[src/rtl/tns_pkg.sv]
// tns_pkg: shared types, constants and helpers of the tone note sequencer.
// Depends on nothing; the RTL files refer to it by scoped names, the bench imports it.

package tns_pkg;

  // Queue geometry: the ring holds at most QUEUE_DEPTH-1 notes
  localparam int unsigned QUEUE_DEPTH = 16;
  localparam int unsigned PTR_W       = (QUEUE_DEPTH > 1) ? $clog2(QUEUE_DEPTH) : 1;
  localparam int unsigned QCNT_W      = 4;

  // Word field widths
  localparam int unsigned REQ_W  = 2;
  localparam int unsigned FREQ_W = 16;
  localparam int unsigned DUR_W  = 16;
  localparam int unsigned PWM_W  = 16;

  // Configuration registers
  localparam int unsigned CLKHZ_W = 28;
  localparam int unsigned DUTY_W  = 8;
  localparam int unsigned CFG_W   = 28;
  localparam int unsigned CFG_IDX_W = 1;
  localparam logic [CLKHZ_W-1:0] CLKHZ_RST = 28'd170000000;
  localparam logic [DUTY_W-1:0]  DUTY_RST  = 8'd10;

  // Shared divider geometry
  localparam int unsigned DIVIDEND_W = CLKHZ_W;
  localparam int unsigned DIVISOR_W  = FREQ_W + 1;
  localparam int unsigned DIV_CNT_W  = $clog2(DIVIDEND_W);

  typedef logic [PTR_W-1:0]  ptr_t;
  typedef logic [QCNT_W-1:0] qcount_t;

  typedef enum logic [REQ_W-1:0] {
    REQ_ADD  = 2'd0,
    REQ_TICK = 2'd1,
    REQ_STOP = 2'd2,
    REQ_NOP  = 2'd3
  } req_e;

  typedef enum logic [CFG_IDX_W-1:0] {
    REG_TIMER_CLK = 1'b0,
    REG_DUTY_DIV  = 1'b1
  } cfg_reg_e;

  typedef struct packed {
    logic [REQ_W-1:0]  req_type;
    logic [FREQ_W-1:0] note_frequency;
    logic [DUR_W-1:0]  note_duration;
  } in_word_t;

  typedef struct packed {
    logic              accepted;
    logic [PWM_W-1:0]  pwm_period;
    logic [PWM_W-1:0]  pwm_compare;
    logic              playing;
    logic [QCNT_W-1:0] queue_count;
  } out_word_t;

  typedef struct packed {
    logic                  start;
    logic [DIVIDEND_W-1:0] dividend;
    logic [DIVISOR_W-1:0]  divisor;
  } div_req_t;

  typedef struct packed {
    logic                  done;
    logic [DIVIDEND_W-1:0] quotient;
  } div_rsp_t;

  function automatic ptr_t ptr_next(ptr_t p);
    return (p == ptr_t'(QUEUE_DEPTH - 1)) ? '0 : p + ptr_t'(1);
  endfunction

  // Notes in the ring, reduced to the reported width
  function automatic qcount_t queue_fill(ptr_t tail, ptr_t head);
    logic [PTR_W:0] wrap;
    logic [PTR_W:0] fill;
    wrap = (tail < head) ? (PTR_W + 1)'(QUEUE_DEPTH) : '0;
    fill = {1'b0, tail} + wrap - {1'b0, head};
    return qcount_t'(fill);
  endfunction

endpackage

[src/rtl/tns_divider.sv]
// tns_divider: restoring divider, one quotient bit per cycle, shared by the
// period and compare calculations. Depends on tns_pkg.

module tns_divider (
  input  logic              clk_i,
  input  logic              rst_ni,
  input  tns_pkg::div_req_t req_i,
  output tns_pkg::div_rsp_t rsp_o
);

  logic                                busy_q;
  logic                                done_q;
  logic [tns_pkg::DIV_CNT_W-1:0]       cnt_q;
  logic [tns_pkg::DIVIDEND_W-1:0]      quo_q;
  logic [tns_pkg::DIVISOR_W:0]         rem_q;
  logic [tns_pkg::DIVISOR_W-1:0]       dvs_q;
  logic [tns_pkg::DIVISOR_W:0]         rem_sh;
  logic [tns_pkg::DIVISOR_W:0]         dvs_ext;
  logic                                ge;

  assign rem_sh  = {rem_q[tns_pkg::DIVISOR_W-1:0], quo_q[tns_pkg::DIVIDEND_W-1]};
  assign dvs_ext = {1'b0, dvs_q};
  assign ge      = (rem_sh >= dvs_ext);

  always_ff @(posedge clk_i or negedge rst_ni) begin
    if (!rst_ni) begin
      busy_q <= 1'b0;
      done_q <= 1'b0;
      cnt_q  <= '0;
    end else begin
      done_q <= 1'b0;
      if (req_i.start) begin
        busy_q <= 1'b1;
        cnt_q  <= tns_pkg::DIV_CNT_W'(tns_pkg::DIVIDEND_W - 1);
      end else if (busy_q) begin
        cnt_q <= cnt_q - tns_pkg::DIV_CNT_W'(1);
        if (cnt_q == '0) begin
          busy_q <= 1'b0;
          done_q <= 1'b1;
        end
      end
    end
  end

  // Dividend shifts out at the top while quotient bits shift in below
  always_ff @(posedge clk_i) begin
    if (req_i.start) begin
      quo_q <= req_i.dividend;
      rem_q <= '0;
      dvs_q <= req_i.divisor;
    end else if (busy_q) begin
      quo_q <= {quo_q[tns_pkg::DIVIDEND_W-2:0], ge};
      rem_q <= ge ? (rem_sh - dvs_ext) : rem_sh;
    end
  end

  assign rsp_o.done     = done_q;
  assign rsp_o.quotient = quo_q;

endmodule

[src/rtl/tone_note_sequencer_unit.sv]
// tone_note_sequencer_unit: note ring queue, tone sequencer and result register.
// Depends on tns_pkg and tns_divider.
//
//   channel  | handshake                 | payload
//   ---------+---------------------------+------------------------------
//   in       | in_valid_i / in_ready_o   | in_word_i  (tns_pkg::in_word_t)
//   out      | out_valid_o / out_ready_i | out_word_o (tns_pkg::out_word_t)
//   config   | cfg_we_i, no wait         | cfg_idx_i, cfg_data_i
//
// Add, stop, unused requests and ticks on an empty queue go from accept
// straight to the result register.
// A tick on a live queue loads the tone when playback starts and again when the
// head moves on; each tone load is two 28-step passes through the shared divider.
// Reset clears pointers, tone state and handshakes; the note stores hold
// garbage until written. A stalled result waits in the output register
// while the next word is accepted.

module tone_note_sequencer_unit (
  input  logic                              clk_i,
  input  logic                              rst_ni,
  input  logic                              in_valid_i,
  output logic                              in_ready_o,
  input  tns_pkg::in_word_t                 in_word_i,
  output logic                              out_valid_o,
  input  logic                              out_ready_i,
  output tns_pkg::out_word_t                out_word_o,
  input  logic                              cfg_we_i,
  input  logic [tns_pkg::CFG_IDX_W-1:0]     cfg_idx_i,
  input  logic [tns_pkg::CFG_W-1:0]         cfg_data_i
);

  typedef enum logic [8:0] {
    S_IDLE   = 9'b000000001,
    S_READ   = 9'b000000010,
    S_PSTART = 9'b000000100,
    S_PWAIT  = 9'b000001000,
    S_CSTART = 9'b000010000,
    S_CWAIT  = 9'b000100000,
    S_ADV    = 9'b001000000,
    S_WAIT   = 9'b010000000,
    S_OUT    = 9'b100000000
  } state_e;

  state_e state_q, state_d;

  tns_pkg::ptr_t                  head_q, head_d;
  tns_pkg::ptr_t                  tail_q, tail_d;
  logic                           playing_q, playing_d;
  logic [tns_pkg::PWM_W-1:0]      period_q, period_d;
  logic [tns_pkg::PWM_W-1:0]      compare_q, compare_d;
  logic                           acc_q, acc_d;
  logic                           dec_zero_q, dec_zero_d;
  logic                           after_adv_q, after_adv_d;
  logic                           fzero_q, fzero_d;
  logic [tns_pkg::CLKHZ_W-1:0]    clk_hz_q;
  logic [tns_pkg::DUTY_W-1:0]     duty_q;
  logic                           out_valid_q;
  tns_pkg::out_word_t             out_q;
  logic                           out_load;

  // Note stores
  logic [tns_pkg::FREQ_W-1:0]     freq_mem  [tns_pkg::QUEUE_DEPTH];
  logic [tns_pkg::DUR_W-1:0]      ticks_mem [tns_pkg::QUEUE_DEPTH];
  logic [tns_pkg::FREQ_W-1:0]     freq_rd_q;
  logic [tns_pkg::DUR_W-1:0]      ticks_rd_q;
  logic                           freq_we;
  logic                           ticks_we;
  tns_pkg::ptr_t                  ticks_waddr;
  logic [tns_pkg::DUR_W-1:0]      ticks_wdata;
  logic [tns_pkg::DUR_W-1:0]      ticks_dec;

  tns_pkg::div_req_t              div_req;
  tns_pkg::div_rsp_t              div_rsp;

  logic                           in_fire;
  logic                           add_ok;
  tns_pkg::ptr_t                  head_nx;
  logic [tns_pkg::PWM_W-1:0]      period_sat;
  logic [tns_pkg::DUTY_W-1:0]     duty_eff;

  tns_divider u_div (
    .clk_i  (clk_i),
    .rst_ni (rst_ni),
    .req_i  (div_req),
    .rsp_o  (div_rsp)
  );

  assign in_ready_o = (state_q == S_IDLE);
  assign in_fire    = in_valid_i && in_ready_o;
  assign add_ok     = (in_word_i.note_frequency != '0) && (in_word_i.note_duration != '0) &&
                      (tns_pkg::ptr_next(tail_q) != head_q);
  assign head_nx    = tns_pkg::ptr_next(head_q);
  assign ticks_dec  = ticks_rd_q - tns_pkg::DUR_W'(1);
  assign period_sat = (|div_rsp.quotient[tns_pkg::DIVIDEND_W-1:tns_pkg::PWM_W]) ?
                      '1 : div_rsp.quotient[tns_pkg::PWM_W-1:0];
  assign duty_eff   = (duty_q == '0) ? tns_pkg::DUTY_W'(1) : duty_q;
  assign out_load   = (state_q == S_OUT) && (!out_valid_q || out_ready_i);

  always_comb begin
    state_d     = state_q;
    head_d      = head_q;
    tail_d      = tail_q;
    playing_d   = playing_q;
    period_d    = period_q;
    compare_d   = compare_q;
    acc_d       = acc_q;
    dec_zero_d  = dec_zero_q;
    after_adv_d = after_adv_q;
    fzero_d     = fzero_q;
    freq_we     = 1'b0;
    ticks_we    = 1'b0;
    ticks_waddr = tail_q;
    ticks_wdata = in_word_i.note_duration;
    div_req     = '0;

    case (state_q)
      S_IDLE: begin
        if (in_fire) begin
          acc_d   = 1'b0;
          state_d = S_OUT;
          case (in_word_i.req_type)
            tns_pkg::REQ_ADD: begin
              if (add_ok) begin
                freq_we  = 1'b1;
                ticks_we = 1'b1;
                tail_d   = tns_pkg::ptr_next(tail_q);
                acc_d    = 1'b1;
              end
            end
            tns_pkg::REQ_TICK: begin
              if (head_q != tail_q) begin
                state_d = S_READ;
              end
            end
            tns_pkg::REQ_STOP: begin
              head_d    = '0;
              tail_d    = '0;
              compare_d = '0;
              playing_d = 1'b0;
            end
            default: ;
          endcase
        end
      end
      S_READ: begin
        // Count the head note down; load its tone first if playback starts
        ticks_we    = 1'b1;
        ticks_waddr = head_q;
        ticks_wdata = ticks_dec;
        dec_zero_d  = (ticks_dec == '0);
        after_adv_d = 1'b0;
        if (!playing_q) begin
          playing_d = 1'b1;
          state_d   = S_PSTART;
        end else begin
          state_d = S_ADV;
        end
      end
      S_PSTART: begin
        div_req.start    = 1'b1;
        div_req.dividend = clk_hz_q;
        div_req.divisor  = {freq_rd_q, 1'b0};
        fzero_d          = (freq_rd_q == '0);
        state_d          = S_PWAIT;
      end
      S_PWAIT: begin
        if (div_rsp.done) begin
          period_d = fzero_q ? '0 : period_sat;
          state_d  = S_CSTART;
        end
      end
      S_CSTART: begin
        div_req.start    = 1'b1;
        div_req.dividend = tns_pkg::DIVIDEND_W'(period_q);
        div_req.divisor  = tns_pkg::DIVISOR_W'(duty_eff);
        state_d          = S_CWAIT;
      end
      S_CWAIT: begin
        if (div_rsp.done) begin
          compare_d = div_rsp.quotient[tns_pkg::PWM_W-1:0];
          state_d   = after_adv_q ? S_OUT : S_ADV;
        end
      end
      S_ADV: begin
        state_d = S_OUT;
        if (dec_zero_q) begin
          if (head_nx == tail_q) begin
            head_d    = '0;
            tail_d    = '0;
            compare_d = '0;
            playing_d = 1'b0;
          end else begin
            head_d      = head_nx;
            after_adv_d = 1'b1;
            state_d     = S_WAIT;
          end
        end
      end
      S_WAIT: begin
        // let the store read follow the new head
        state_d = S_PSTART;
      end
      S_OUT: begin
        if (out_load) begin
          state_d = S_IDLE;
        end
      end
      default: begin
        state_d = S_IDLE;
      end
    endcase
  end

  always_ff @(posedge clk_i or negedge rst_ni) begin
    if (!rst_ni) begin
      state_q     <= S_IDLE;
      head_q      <= '0;
      tail_q      <= '0;
      playing_q   <= 1'b0;
      period_q    <= '0;
      compare_q   <= '0;
      acc_q       <= 1'b0;
      dec_zero_q  <= 1'b0;
      after_adv_q <= 1'b0;
      fzero_q     <= 1'b0;
      out_valid_q <= 1'b0;
      clk_hz_q    <= tns_pkg::CLKHZ_RST;
      duty_q      <= tns_pkg::DUTY_RST;
    end else begin
      state_q     <= state_d;
      head_q      <= head_d;
      tail_q      <= tail_d;
      playing_q   <= playing_d;
      period_q    <= period_d;
      compare_q   <= compare_d;
      acc_q       <= acc_d;
      dec_zero_q  <= dec_zero_d;
      after_adv_q <= after_adv_d;
      fzero_q     <= fzero_d;
      if (out_load) begin
        out_valid_q <= 1'b1;
      end else if (out_ready_i) begin
        out_valid_q <= 1'b0;
      end
      if (cfg_we_i) begin
        case (cfg_idx_i)
          tns_pkg::REG_TIMER_CLK: clk_hz_q <= cfg_data_i[tns_pkg::CLKHZ_W-1:0];
          tns_pkg::REG_DUTY_DIV:  duty_q   <= cfg_data_i[tns_pkg::DUTY_W-1:0];
          default: ;
        endcase
      end
    end
  end

  always_ff @(posedge clk_i) begin
    if (out_load) begin
      out_q.accepted    <= acc_q;
      out_q.pwm_period  <= period_q;
      out_q.pwm_compare <= compare_q;
      out_q.playing     <= playing_q;
      out_q.queue_count <= tns_pkg::queue_fill(tail_q, head_q);
    end
  end

  always_ff @(posedge clk_i) begin
    if (freq_we) begin
      freq_mem[tail_q] <= in_word_i.note_frequency;
    end
    freq_rd_q <= freq_mem[head_q];
  end

  always_ff @(posedge clk_i) begin
    if (ticks_we) begin
      ticks_mem[ticks_waddr] <= ticks_wdata;
    end
    ticks_rd_q <= ticks_mem[head_q];
  end

  assign out_valid_o = out_valid_q;
  assign out_word_o  = out_q;

endmodule

[config.mk]
export PLATFORM = sky130hd
export DESIGN_NAME = tone_note_sequencer_unit
export DESIGN_NICKNAME = d
export VERILOG_FILES = /design/src/rtl/tns_pkg.sv /design/src/rtl/tns_divider.sv /design/src/rtl/tone_note_sequencer_unit.sv
export SDC_FILE = /design/constraint.sdc
export NUM_CORES = 1
export LEC_CHECK = 0
export ABC_CLOCK_PERIOD_IN_PS = 3700
export BUFFER_PORTS_ARGS = -buffer_cell sky130_fd_sc_hd__buf_2
export CELL_PAD_IN_SITES_DETAIL_PLACEMENT = 1
export CELL_PAD_IN_SITES_GLOBAL_PLACEMENT = 2
export CORE_MARGIN = 2
export CORE_UTILIZATION = 35
export CTS_CLUSTER_SIZE = 24
export DETAILED_ROUTE_END_ITERATION = 16
export PLACE_DENSITY = 0.68
export RECOVER_POWER = 50
export SLEW_MARGIN = 20
export SYNTH_ARGS = -nofsm -noshare
export SYNTH_HDL_FRONTEND = slang
export SYNTH_SLANG_ARGS = --single-unit
[constraint.sdc]
create_clock -name clk_i -period 3.7 [get_ports clk_i]
set_clock_uncertainty 0.05 [all_clocks]
set_input_delay 0.37 -clock clk_i [delete_from_list [all_inputs] [get_ports clk_i]]
set_output_delay 0.37 -clock clk_i [all_outputs]
set_load 0.05 [all_outputs]
; Word-level counts from Yosys, hierarchy flattened
; Memories as Yosys holds them, arrays and structs flattened. A register that Yosys moved wholly into a read port is not among the register bits.
; Cells that the tools add are included.
[word_totals]
mem_bits_rw = 512
regBits = 198
input_bits = 68
word_cells = 157
mem_count = 2
output_inout_bits = 40
[mem_list]
columns = name, depth, width, rd, rd_ports_with_merged_regs, write_ports, line
row1 = freq_mem, 16, 16, 1, 1, 1, tone_note_sequencer_unit.sv:62  ; logic [tns_pkg::FREQ_W-1:0] freq_mem [tns_pkg::QUEUE_DEPTH];
row2 = ticks_mem, 16, 16, 1, 1, 1, tone_note_sequencer_unit.sv:63  ; logic [tns_pkg::DUR_W-1:0] ticks_mem [tns_pkg::QUEUE_DEPTH];
[classes]
addsub = 7
reduce_logical = 30
n_eq_ne = 26
n_lt_le_gt_ge = 1
mux = 66
bitwise_logic = 1
[ops]
columns = cell, count
row1 = $mux W16, 8
row2 = $pmux W46 S2, 1
row3 = $mux W9, 9
row4 = $pmux W9 S9, 1
row5 = $mux W28, 2
row6 = $pmux W16 S3, 1
row7 = $mux W4, 11
row8 = $logic_not A16 Y1, 2
row9 = $reduce_bool A16 Y1, 2
row10 = $pmux W4 S2, 3
row11 = $mux W1, 22
row12 = $ge A18 B17 Y1, 1
row13 = $mux W17, 1
row14 = $sub A17 B17 Y17, 1
row15 = $sub A16 B1 Y16 const B, 1
row16 = $reduce_and A6 Y1, 2
row17 = $reduce_or A12 Y1, 1
row18 = $mux W5, 2
row19 = $eq A9 B1 Y1 const B, 1
row20 = $eq A9 B2 Y1 const B, 1
row21 = $eq A9 B3 Y1 const B, 1
row22 = $eq A9 B4 Y1 const B, 1
row23 = $eq A9 B5 Y1 const B, 1
row24 = $eq A9 B6 Y1 const B, 1
row25 = 33 further kinds, 54

; Logic depth before layout (Yosys ltp)
; Gate-level depths: netlist of run 1.
[depth]
ltp_word = 10
depth_mapped = 12
depth_no_buf = 10

; By module
; A second synthesis of run 1 with hierarchy kept.
[unflattened]
cells_unflattened = 1924
area_unflattened_um2 = 30618.1
[modules_own_cells]
columns = mod, cells_per_inst, seq_area_each_um2, n_inst, area_per_inst_um2
row1 = tone_note_sequencer_unit, 1614, 19452.4, 1, 26979.6
row2 = tns_divider, 310, 1866.8, 1, 3638.5

; Worst setup path after synthesis of run 1
; Ideal clock, no wire load.
[synth_path]
path_kind = reg-to-reg
from = reg state_q[5]
to = reg out_q, in the netlist out_word_o[0] (enable)
required_time_ns = 3.216
setup_time_ns = 0.434
path_buffers = 1
period_less_slack_ns = 3.838
arrival_ns = 3.355
slack_ns = -0.138
path_stages_with_launch = 6
cell_sequence = dfrtp_1 buf_6 nor4_4 nand2_2 or4b_2 nor2_1
[synth_between]
elab_chain_len = 2
[synth_lines]
columns = element, line
row1 = start: declaration, tone_note_sequencer_unit.sv:44  ; state_e state_q, state_d;
row2 = start signal: assignment, tone_note_sequencer_unit.sv:230  ; state_q <= state_d;
row3 = $eq A9 B9 Y1, tone_note_sequencer_unit.sv:97  ; assign out_load = (state_q == S_OUT) && (!out_valid_q || out_ready_i);
row4 = $logic_and A1 B1 Y1, tone_note_sequencer_unit.sv:97
row5 = named net out_load, tone_note_sequencer_unit.sv:59  ; logic out_load;
row6 = end: declaration, tone_note_sequencer_unit.sv:58  ; tns_pkg::out_word_t out_q;
; The timed path passes the listed nets, and every way through them passes these cells.
; A chain may end at the register's enable or synchronous reset.

; Worst setup path in the final report of run 1
[layout_path]
from = reg head_q[1]
to = mem ticks_mem[7][11] in the netlist's numbering (enable)
[layout_between]
elab_chain_len = 8
elab_cells_between_ends = 9
cone_classes = eq/ne (1) / mux (7) / reduce/logical (1)
[layout_lines]
columns = element, line
row1 = start: declaration, tone_note_sequencer_unit.sv:46  ; tns_pkg::ptr_t head_q, head_d;
row2 = start signal: assignment, tone_note_sequencer_unit.sv:217  ; head_q <= '0;
row3 = start signal: assignment, tone_note_sequencer_unit.sv:231  ; head_q <= head_d;
row4 = $ne A4 B4 Y1, tone_note_sequencer_unit.sv:91  ; (tns_pkg::ptr_next(tail_q) != head_q);
row5 = $logic_and A1 B1 Y1, tone_note_sequencer_unit.sv:90  ; assign add_ok = (in_word_i.note_frequency != '0) && (in_word_i.note_duration != '0) &&
row6 = $mux W1, tone_note_sequencer_unit.sv:123  ; if (add_ok) begin
row7 = $mux W1, tone_note_sequencer_unit.sv:121  ; case (in_word_i.req_type)
row8 = $mux W1, tone_note_sequencer_unit.sv:118  ; if (in_fire) begin
row9 = $pmux W1 S2, tone_note_sequencer_unit.sv:116  ; case (state_q)
row10 = $mux W1, tone_note_sequencer_unit.sv:273  ; if (ticks_we) begin
row11 = $mux W1 (not written as such), tone_note_sequencer_unit.sv:274  ; ticks_mem[ticks_waddr] <= ticks_wdata;
row12 = end: declaration, tone_note_sequencer_unit.sv:63
; Parallel ways exist; a longest one is shown, timed or not.

==> impl_metrics.tcl, run 1 <==
set metrics [dict create \
    cts_buffers 84 \
    finalCriticalPeriod_ns 3.39 \
    clk_pin_slew_ns 0.06 \
    seqPwrFrac_pct 44.7 \
    postSynthAreaPerCell_um2 17.4 \
    grt_max_degree 69 \
    clock-sinks 742 \
    end_kind "flop" \
    slew_headroom_pct -35.0 \
    postRouteAntennaNets 0 \
    worst-setup-path-type "reg2reg" \
    drv_slew 183 \
    via_count 16500 \
    fin_util_pct 41.5 \
    total_power_mw 23.2 \
    die_h_um 297 \
    finalSetupViolations 0 \
    yosys-top-cells-area "edfxtp_1 59%, mux4_2 12%, dfrtp_1 6.9%" \
    dieArea_um2 88300 \
    ys.flop_type "edfxtp_1" \
    holdWs_ns 0.0885 \
    port_buffers 107 \
    post-dp-hpwl_mm 47.8 \
    core-area_um2 85100 \
    drc 0 \
    clock_latency_ns 0.64 \
    crit_arrival_ns 3.66 \
    grt_pass1_vias 17500 \
    antenna_found_initial 5 \
    instances_no_fill 3156 \
    p_clk_share_pct 36.2 \
    violations "capacitance limit, slew limit" \
    status "finished with violations" \
    fin_crit_sh_pct 91.7 \
    r2r_setup_slack_ns 0.31 \
    fill_cells 8431 \
    dp.cells 2969 \
    synth_cell_type_count 80 \
    syn_nets 1829 \
    drtPass1Iterations 5 \
    crit_path_start_kind "flop" \
    totalWireLength_mm 74.6 \
    power_density_nw_per_um2 657 \
    grt_pass1_wl_mm 114 \
    hold_class "in2reg" \
    start_util_pct 35.3 \
    synth_seq_cells 742 \
    fmax_mhz 295 \
    cp_max_fo 65 \
    cts-root-buf "clkbuf_16" \
    cts_tree "built" \
    synth_top_area_share_pct 59.4 \
    worst_pin_slew_ns 2.02 \
    cts_resized 0 \
    clk_path_buf_depth 3 \
    synth_cells 1730 \
    cap_violations 4 \
    synth_top_cell_by_area "edfxtp_1" \
    hold_buffers 30 \
    drive_gt1_share_pct 25.1 \
    wl_per_cell_um 23.6 \
    yosysSeqAreaShare_pct 70.9 \
    routabilityCongestion 0.820 \
    dr.first_iter.drc_count 1205 \
    crit_required_ns 3.97 \
    die_x_um 297 \
    syn2layout_area_growth_pct 17.5 \
    rsz0062_at_grt "false" \
    grt_use_total_pct 17.0 \
    p_switching_mw 6.66 \
    async_flop_share_pct 13.2 \
    synth.most_common_cell "edfxtp_1" \
    comb_power_share_pct 19.1 \
    cts_max_level 3 \
    p_int_mw 16.6 \
    io_pins 108 \
    hold_viol_final 0 \
    synth_common_cells "595 x edfxtp_1, 160 x mux4_2, 108 x nand2_1" \
    final_nets 2040 \
    synth-edff-count 595 \
    peakVddDrop_uv 329 \
    overflow 0 \
    post_cts_buffers 0 \
    num_rows 107 \
    finalSetupTns_ns 0 \
    viasPerCell 5.24 \
    ys.warnings.count 0 \
    p_leak_nw 12.0 \
    syn-cell-area_um2 30100 \
    sw_frac_of_total_pct 28.7 \
]
[placed cells by master (no fill, tap or decap), types with 10 or more instances in the layout]
| master | instances |
|---|---|
| edfxtp_1 | 595 |
| mux4_2 | 160 |
| nand2_1 | 109 |
| clkbuf_1 | 92 |
| clkbuf_16 | 84 |
| dfrtp_1 | 81 |
| nor2_1 | 64 |
| buf_4 | 60 |
| buf_2 | 51 |
| o21ai_0 | 49 |
| dfxtp_1 | 49 |
| inv_1 | 41 |
| a22o_1 | 39 |
| mux2_2 | 39 |
| a21oi_1 | 36 |
| dlygate4sd3_1 | 30 |
| nor2_2 | 29 |
| ha_1 | 29 |
| xnor2_1 | 26 |
| nor4_1 | 22 |
| o31ai_1 | 19 |
| nor3_1 | 18 |
| nand3_1 | 18 |
| xor2_1 | 18 |
| a22oi_1 | 16 |
| a31oi_1 | 14 |
| dfstp_2 | 13 |
| a21o_1 | 12 |
| clkinv_2 | 12 |
| mux2i_1 | 11 |
| clkinv_1 | 11 |
| nand4_1 | 10 |
[power by group through the flow]
stage                     Clock, mW  Combinational, mW  Sequential, mW
final                          8.41               4.43            10.4
after global routing           8.94               4.86            10.4
after CTS                      8.65               4.49            10.4
after detailed placement          0               4.44            10.5
after global placement            0               4.36            10.5
after floorplan                   0               3.01            10.4
[cell families (layout without fill, tap and decap cells)]
logic type               Yosys count  count (layout)  share of synthesized area [%]
buffers and inverters            137             417                           1.89
AND/OR/NAND/NOR                  339             339                           5.56
adder cells (fa/ha/maj)           31              31                           1.34
other                              0               2                              0
XOR/XNOR                          44              44                           1.28
multiplexers                     211             211                           13.8
AO/OA/AOI/OAI                    226             226                           5.20
flip-flops                       742             742                           70.9
[per-stage QoR]
stage          area, µm²  worst slack (ns)
2_1_floorplan      30100             0.265
3_3_place_gp       32400             0.473
3_5_place_dp       32400             0.421
4_1_cts            35500             0.395
5_1_grt            35300             0.130
6_report           35300             0.307
[area by class of cell]
cell class                 count  area (µm²)  share of cell area [%]
inverter                      43         161                   0.457
tap                         1144        1430                    4.05
clock buffer                 110        2280                    6.45
sequential                   742       21300                    60.4
timing repair buffer         219        1320                    3.73
multi-input combinational    851        8260                    23.4
clock inverter                45         557                    1.58
antenna                        2        5.00                  0.0142
[worst max-delay path, stage by stage (launching register included)]
cell	delay (ns)
dfrtp_4	0.46
clkbuf_2	1.40
nand2_1	0.30
o32a_1	0.39
nor2_2	0.18
buf_4	0.29
[sequential cells by signal, indices dropped and copies added, names as in the netlist, 4 cells and up]
| signal | flops |
|---|---|
| clk_hz_q | 28 |
| compare_q | 16 |
| duty_q | 8 |
| freq_mem | 256 |
| freq_rd_q | 16 |
| head_q | 4 |
| out_word_o | 38 |
| period_q | 16 |
| state_q | 9 |
| tail_q | 4 |
| ticks_mem | 256 |
| ticks_rd_q | 16 |
| u_div.cnt_q | 5 |
| u_div.dvs_q | 17 |
| u_div.quo_q | 28 |
| u_div.rem_q | 17 |
[layer usage]
metal | share of wire [%] | track usage [%] | vias to the layer above
met5 | 0 | 0 | -
met1 | 47 | 24.9 | 8655
met3 | 5.6 | 2.76 | 108
met4 | 2.0 | 4.65 | 0
li1 | - | - | 7285
met2 | 46 | 26.1 | 478
[path summary, 6_finish.rpt]
path	from	to	depth (start not counted)
max	head_q[1]	ticks_mem[7][11]	5
min	out_ready_i	out_valid_o	3
max reg2reg	head_q[1]	ticks_mem[7][11]	5
min reg2reg	compare_q[15]	out_word_o[20]	0
max in group asynchronous	rst_ni	compare_q[3]	3
min in group asynchronous	rst_ni	clk_hz_q[18]	2
Note: power is estimated with default switching activity, not from simulation.
==> run 2, diff against run 1 <==
Settings changed: PLACE_DENSITY 0.68 to 0.69, SYNTH_HIERARCHICAL set to 1.
==> impl_metrics.tcl, run 2 <==
set metrics [dict create \
    start_util_pct 35.3 \
    die_h_um 300 \
    die_x_um 300 \
    synth_top_cell_by_area "edfxtp_1" \
    finalSetupViolations 0 \
    cts_tree "built" \
    p_int_mw 14.9 \
    totalWireLength_mm 83.2 \
    clk_path_buf_depth 3 \
    peakVddDrop_uv 404 \
    drtPass1Iterations 5 \
    via_count 17800 \
    cp_slowest_cell "clkbuf_2" \
    worstReg2RegEnd "ticks_rd_q[5]" \
    finalCriticalPeriod_ns 3.29 \
    drc 0 \
    slew_headroom_pct -13.7 \
    p_clk_share_pct 39.1 \
    violations "capacitance limit, slew limit" \
    worst-setup-path-type "reg2reg" \
    grt_max_degree 99 \
    cts_buffers 79 \
    cts_resized 0 \
    async_flop_share_pct 13.2 \
    drive_gt1_share_pct 19.5 \
    crit_arrival_ns 3.69 \
    fin_crit_sh_pct 88.8 \
    ys.warnings.count 6 \
    dieArea_um2 89900 \
    grt_pass1_wl_mm 124 \
    crit_cells 7 \
    grt_use_total_pct 18.4 \
    crit_chain "clkbuf_2 > inv_1 > nor2_4 > buf_4 > a221oi_1 > a22oi_1 > nand2_1" \
    cap_violations 1 \
    crit_start "head_q[1]" \
    critPathBufInv 3 \
    clock-sinks 742 \
    hold_class "in2reg" \
    r2r_cells 7 \
    hold_viol_final 0 \
    crit_family "buffers and inverters" \
    port_buffers 107 \
    fmax_mhz 304 \
    hold_buffers 32 \
    postSynthAreaPerCell_um2 15.9 \
    p_switching_mw 5.25 \
    syn_nets 2023 \
    io_pins 108 \
    synth_seq_cells 742 \
    final_nets 2251 \
    postRouteAntennaNets 0 \
    r2r_setup_slack_ns 0.41 \
    overflow 0 \
    total_power_mw 20.2 \
    synth_top_area_share_pct 58.4 \
    rsz0062_at_grt "false" \
    dr.first_iter.drc_count 1317 \
    core-area_um2 86800 \
    finalSetupTns_ns 0 \
    seqPwrFrac_pct 48.7 \
    clock_latency_ns 0.64 \
    end_kind "flop" \
    power_density_nw_per_um2 564 \
    routabilityCongestion 0.833 \
    status "finished with violations" \
    synth_common_cells "595 x edfxtp_1, 151 x mux2i_1, 105 x nand2_1" \
    comb_power_share_pct 12.1 \
    yosys-top-cells-area "edfxtp_1 58%, dfrtp_1 6.8%, mux2i_1 4.9%" \
    crit_required_ns 4.11 \
    ys.flop_type "edfxtp_1" \
    synth-edff-count 595 \
    drv_slew 29 \
    fin_util_pct 41.2 \
    synth_cell_type_count 83 \
    synth.most_common_cell "edfxtp_1" \
    grt_pass1_vias 18700 \
    cp-endpoint "ticks_rd_q[5]" \
    crit_path_start_kind "flop" \
    viasPerCell 5.29 \
    syn2layout_area_growth_pct 16.8 \
    cts_max_level 3 \
    synth_cells 1924 \
    post-dp-hpwl_mm 55.4 \
    cts-root-buf "clkbuf_16" \
    wl_per_cell_um 24.7 \
    p_leak_nw 12.1 \
    cpPeakStageDelay_ns 0.87 \
    layout_common_cells "595 x edfxtp_1, 151 x mux2i_1, 105 x nand2_1" \
    final_common_cell "edfxtp_1" \
    post_cts_buffers 0 \
    num_rows 108 \
    cp_max_fo 34 \
    yosysSeqAreaShare_pct 69.6 \
    antenna_found_initial 0 \
    clk_pin_slew_ns 0.06 \
    sw_frac_of_total_pct 26.0 \
    worst_r2r_startpoint "head_q[1]" \
    syn-cell-area_um2 30600 \
    worst_pin_slew_ns 1.71 \
]
run 2: worst min path at each step:
stage / startpoint / to / slack [ns] / depth (start not counted)
after detailed placement: rst_ni / clk_hz_q[24] / 0.15 / 1
after floorplan: rst_ni / acc_q / 0.02 / 0
after CTS: rst_ni / clk_hz_q[24] / 0.04 / 2
after global placement: rst_ni / clk_hz_q[24] / 0.15 / 1
final: in_word_i[33] / state_q[1] / 0.17 / 4
after global routing: in_word_i[33] / tail_q[0] / 0.19 / 4
run 2: worst reg2reg max path: stages (launching register included):
cell and delay, ns:
dfrtp_1 0.53, clkbuf_2 0.87, inv_1 0.31, nor2_4 0.30
buf_4 0.36, a221oi_1 0.28, a22oi_1 0.25, nand2_1 0.17
run 2: layout make-up:
class	instances	area [µm²]
fill	8734	51000
antenna	2	5.00
multi-input combinational	1021	8660
inverter	63	236
sequential	742	21300
clock buffer	105	2120
clock inverter	38	447
tap	1155	1450
timing repair buffer	245	1510
run 2: kinds of logic after synthesis:
group | after synthesis | synth area share [%]
buffers and inverters | 161 | 2.21
AO/OA/AOI/OAI | 316 | 7.65
adder cells (fa/ha/maj) | 31 | 1.32
multiplexers | 279 | 12.0
XOR/XNOR | 44 | 1.28
flip-flops | 742 | 69.6
AND/OR/NAND/NOR | 351 | 5.91
run 2: metrics by stage:
| stage | std cells | hold slack, ns | worst slack [ns] | cell area (µm²) |
|---|---|---|---|---|
| finish | 3371 | 0.166 | 0.415 | 35800 |
| global route | 3369 | 0.188 | 0.162 | 35700 |
| CTS | 3369 | 0.0364 | 0.493 | 36000 |
| detailed placement | 3194 | 0.155 | 0.131 | 33100 |
| global placement | 3194 | 0.152 | 0.172 | 33100 |
| floorplan | 1924 | 0.0244 | 0.255 | 30600 |
run 2: power groups by stage:
stage,sequential [mW],clock [mW],combinational [mW]
floorplan,10.0,0,1.47
global placement,9.98,0,2.42
detailed placement,10.0,0,2.48
CTS,9.83,8.05,2.52
global route,9.88,8.34,2.67
finish,9.83,7.89,2.45
run 2: metal layers:
layer | track usage [%] | vias to the layer above | wire length (µm)
li1 | - | 7974 | -
met1 | 26.0 | 9281 | 37400
met2 | 30.0 | 493 | 39600
met3 | 2.68 | 85 | 4600
met4 | 4.71 | 0 | 1570
met5 | 0 | - | 0
==> run 3, diff against run 2 <==
Settings changed: BUFFER_PORTS_ARGS -buffer_cell sky130_fd_sc_hd__buf_2 to unset, CORE_UTILIZATION 35 to 43, DONT_BUFFER_PORTS set to 1, PLACE_DENSITY 0.69 to 0.8.
==> impl_metrics.tcl, run 3 (same netlist as run 2, synthesis figures left out) <==
set metrics [dict create \
    placed_area_um2 32100 \
    power_density_nw_per_um2 564 \
    totalWireLength_mm 79.2 \
    crit_chain "or3_1 > nor3_4 > nand4_1 > clkbuf_1 > o21ai_0 > clkbuf_2" \
    io_pins 108 \
    p_leak_nw 11.8 \
    clk_pin_slew_ns 0.06 \
    worst_pin_slew_ns 1.61 \
    postRouteAntennaNets 0 \
    fmax_mhz 314 \
    fin_crit_sh_pct 86.1 \
    grt_pass1_vias 18700 \
    antenna_found_initial 7 \
    post_cts_buffers 0 \
    grt_max_degree 121 \
    hold_viol_final 0 \
    routabilityCongestion 0.830 \
    cts_max_level 3 \
    syn2layout_area_growth_pct 14.5 \
    critPathBufInv 2 \
    drtPass1Iterations 7 \
    start_util_pct 43.6 \
    multi_input_area_um2 8630 \
    finalSetupViolations 0 \
    die_h_um 271 \
    final_nets 2148 \
    drv_slew 155 \
    drc 0 \
    crit_arrival_ns 3.48 \
    stdcell_area_um2 35100 \
    clk_path_buf_depth 3 \
    crit_path_start_kind "flop" \
    cts_tree "built" \
    post-dp-hpwl_mm 50.6 \
    cap_violations 2 \
    cts_buffers 79 \
    cts-root-buf "clkbuf_16" \
    num_rows 97 \
    via_count 17500 \
    wl_per_cell_um 25.9 \
    rsz0062_at_grt "false" \
    core-area_um2 70300 \
    grt_pass1_wl_mm 120 \
    crit_required_ns 3.99 \
    clock-sinks 742 \
    slew_headroom_pct -7.49 \
    hold_class "in2reg" \
    dieArea_um2 73400 \
    instances_no_fill 3055 \
    fill_cells 6638 \
    seq_area_um2 21300 \
    cp_max_fo 28 \
    layout_common_cells "595 x edfxtp_1, 151 x mux2i_1, 105 x nand2_1" \
    peakVddDrop_uv 323 \
    status "finished with violations" \
    crit_family "buffers and inverters" \
    final_common_cell "edfxtp_1" \
    violations "capacitance limit, slew limit" \
    finalCriticalPeriod_ns 3.19 \
    overflow 0 \
    viasPerCell 5.74 \
    port_buffers 0 \
    end_kind "flop" \
    dp.cells 2857 \
    die_x_um 271 \
    cp_slowest_cell "clkbuf_1" \
    grt_use_total_pct 21.7 \
    clock_latency_ns 0.63 \
    cpPeakStageDelay_ns 0.54 \
    dr.first_iter.drc_count 1810 \
    finalSetupTns_ns 0 \
    worst-setup-path-type "reg2reg" \
    drive_gt1_share_pct 17.9 \
]
==> run 3: changes by cell type in the layout (fill, tap and decap cells not counted), moves of 3 or more <==
cell | before | now
nor2_1 | 79 | 87
clkinv_8 | 3 | 0
nor2_2 | 8 | 0
clkbuf_1 | 102 | 26
dlygate4sd3_1 | 32 | 50
clkinv_2 | 10 | 14
buf_2 | 41 | 0
buf_4 | 73 | 70
==> run 3: final cells by class <==
cell class                 instances  share of cell area, %
clock inverter                    39                   1.06
clock buffer                     105                   6.06
inverter                          63                  0.675
timing repair buffer             142                   3.39
multi-input combinational       1021                   24.6
tap                              940                   3.35
sequential                       742                   60.8
antenna                            3                 0.0214
==> run 3: layer usage <==
metal / up-vias / global-route usage, % / routed length (µm)
met4: 2 / 5.80 / 1750
li1: 7763 / - / -
met1: 9119 / 30.1 / 34300
met5: - / 0 / 11
met2: 528 / 35.6 / 38600
met3: 111 / 3.72 / 4480
==> run 3: final timing paths <==
| check | startpoint | slack, ns | to | cells past startpoint |
|---|---|---|---|---|
| max | state_q[7] | 0.51 | ticks_mem[7][2] | 6 |
| min | in_word_i[32] | 0.06 | state_q[1] | 3 |
| max reg2reg | state_q[7] | 0.51 | ticks_mem[7][2] | 6 |
| min reg2reg | compare_q[15] | 0.40 | out_word_o[20] | 0 |
| max in group asynchronous | rst_ni | 2.84 | clk_hz_q[11] | 2 |
| min in group asynchronous | rst_ni | 0.34 | duty_q[0] | 2 |
==> run 3: metrics by stage <==
step                      worst slack [ns]  utilization (%)  total power, mW  hold slack, ns
after global routing                 0.266             49.9             20.5          0.0668
after CTS                            0.556             50.1             20.0          0.0247
after floorplan                      0.255                -             11.5          0.0244
after global placement               0.741             45.7             12.1          0.0269
after detailed placement             0.607             45.7             12.2          0.0273
final                                0.514             49.9             19.8          0.0594
==> run 3: power breakdown <==
group	internal [mW]	switching, mW	total (mW)	leakage, nW
sequential	9.53	0.467	10.0	6.99
clock	4.42	3.22	7.64	1.22
combinational	0.786	1.34	2.13	3.62
==> run 3: timing repair <==
item                                   CTS  global route
resized for setup                        0             0
setup endpoints to repair                0             0
endpoints found under the hold margin  396             0
hold buffers                            51             0
==> run 3: worst reg2reg max path, stage by stage, from the launching register on <==
cell and delay, ns:
dfrtp_1 0.43, or3_1 0.46, nor3_4 0.28, nand4_1 0.21
clkbuf_1 0.54, o21ai_0 0.42, clkbuf_2 0.49
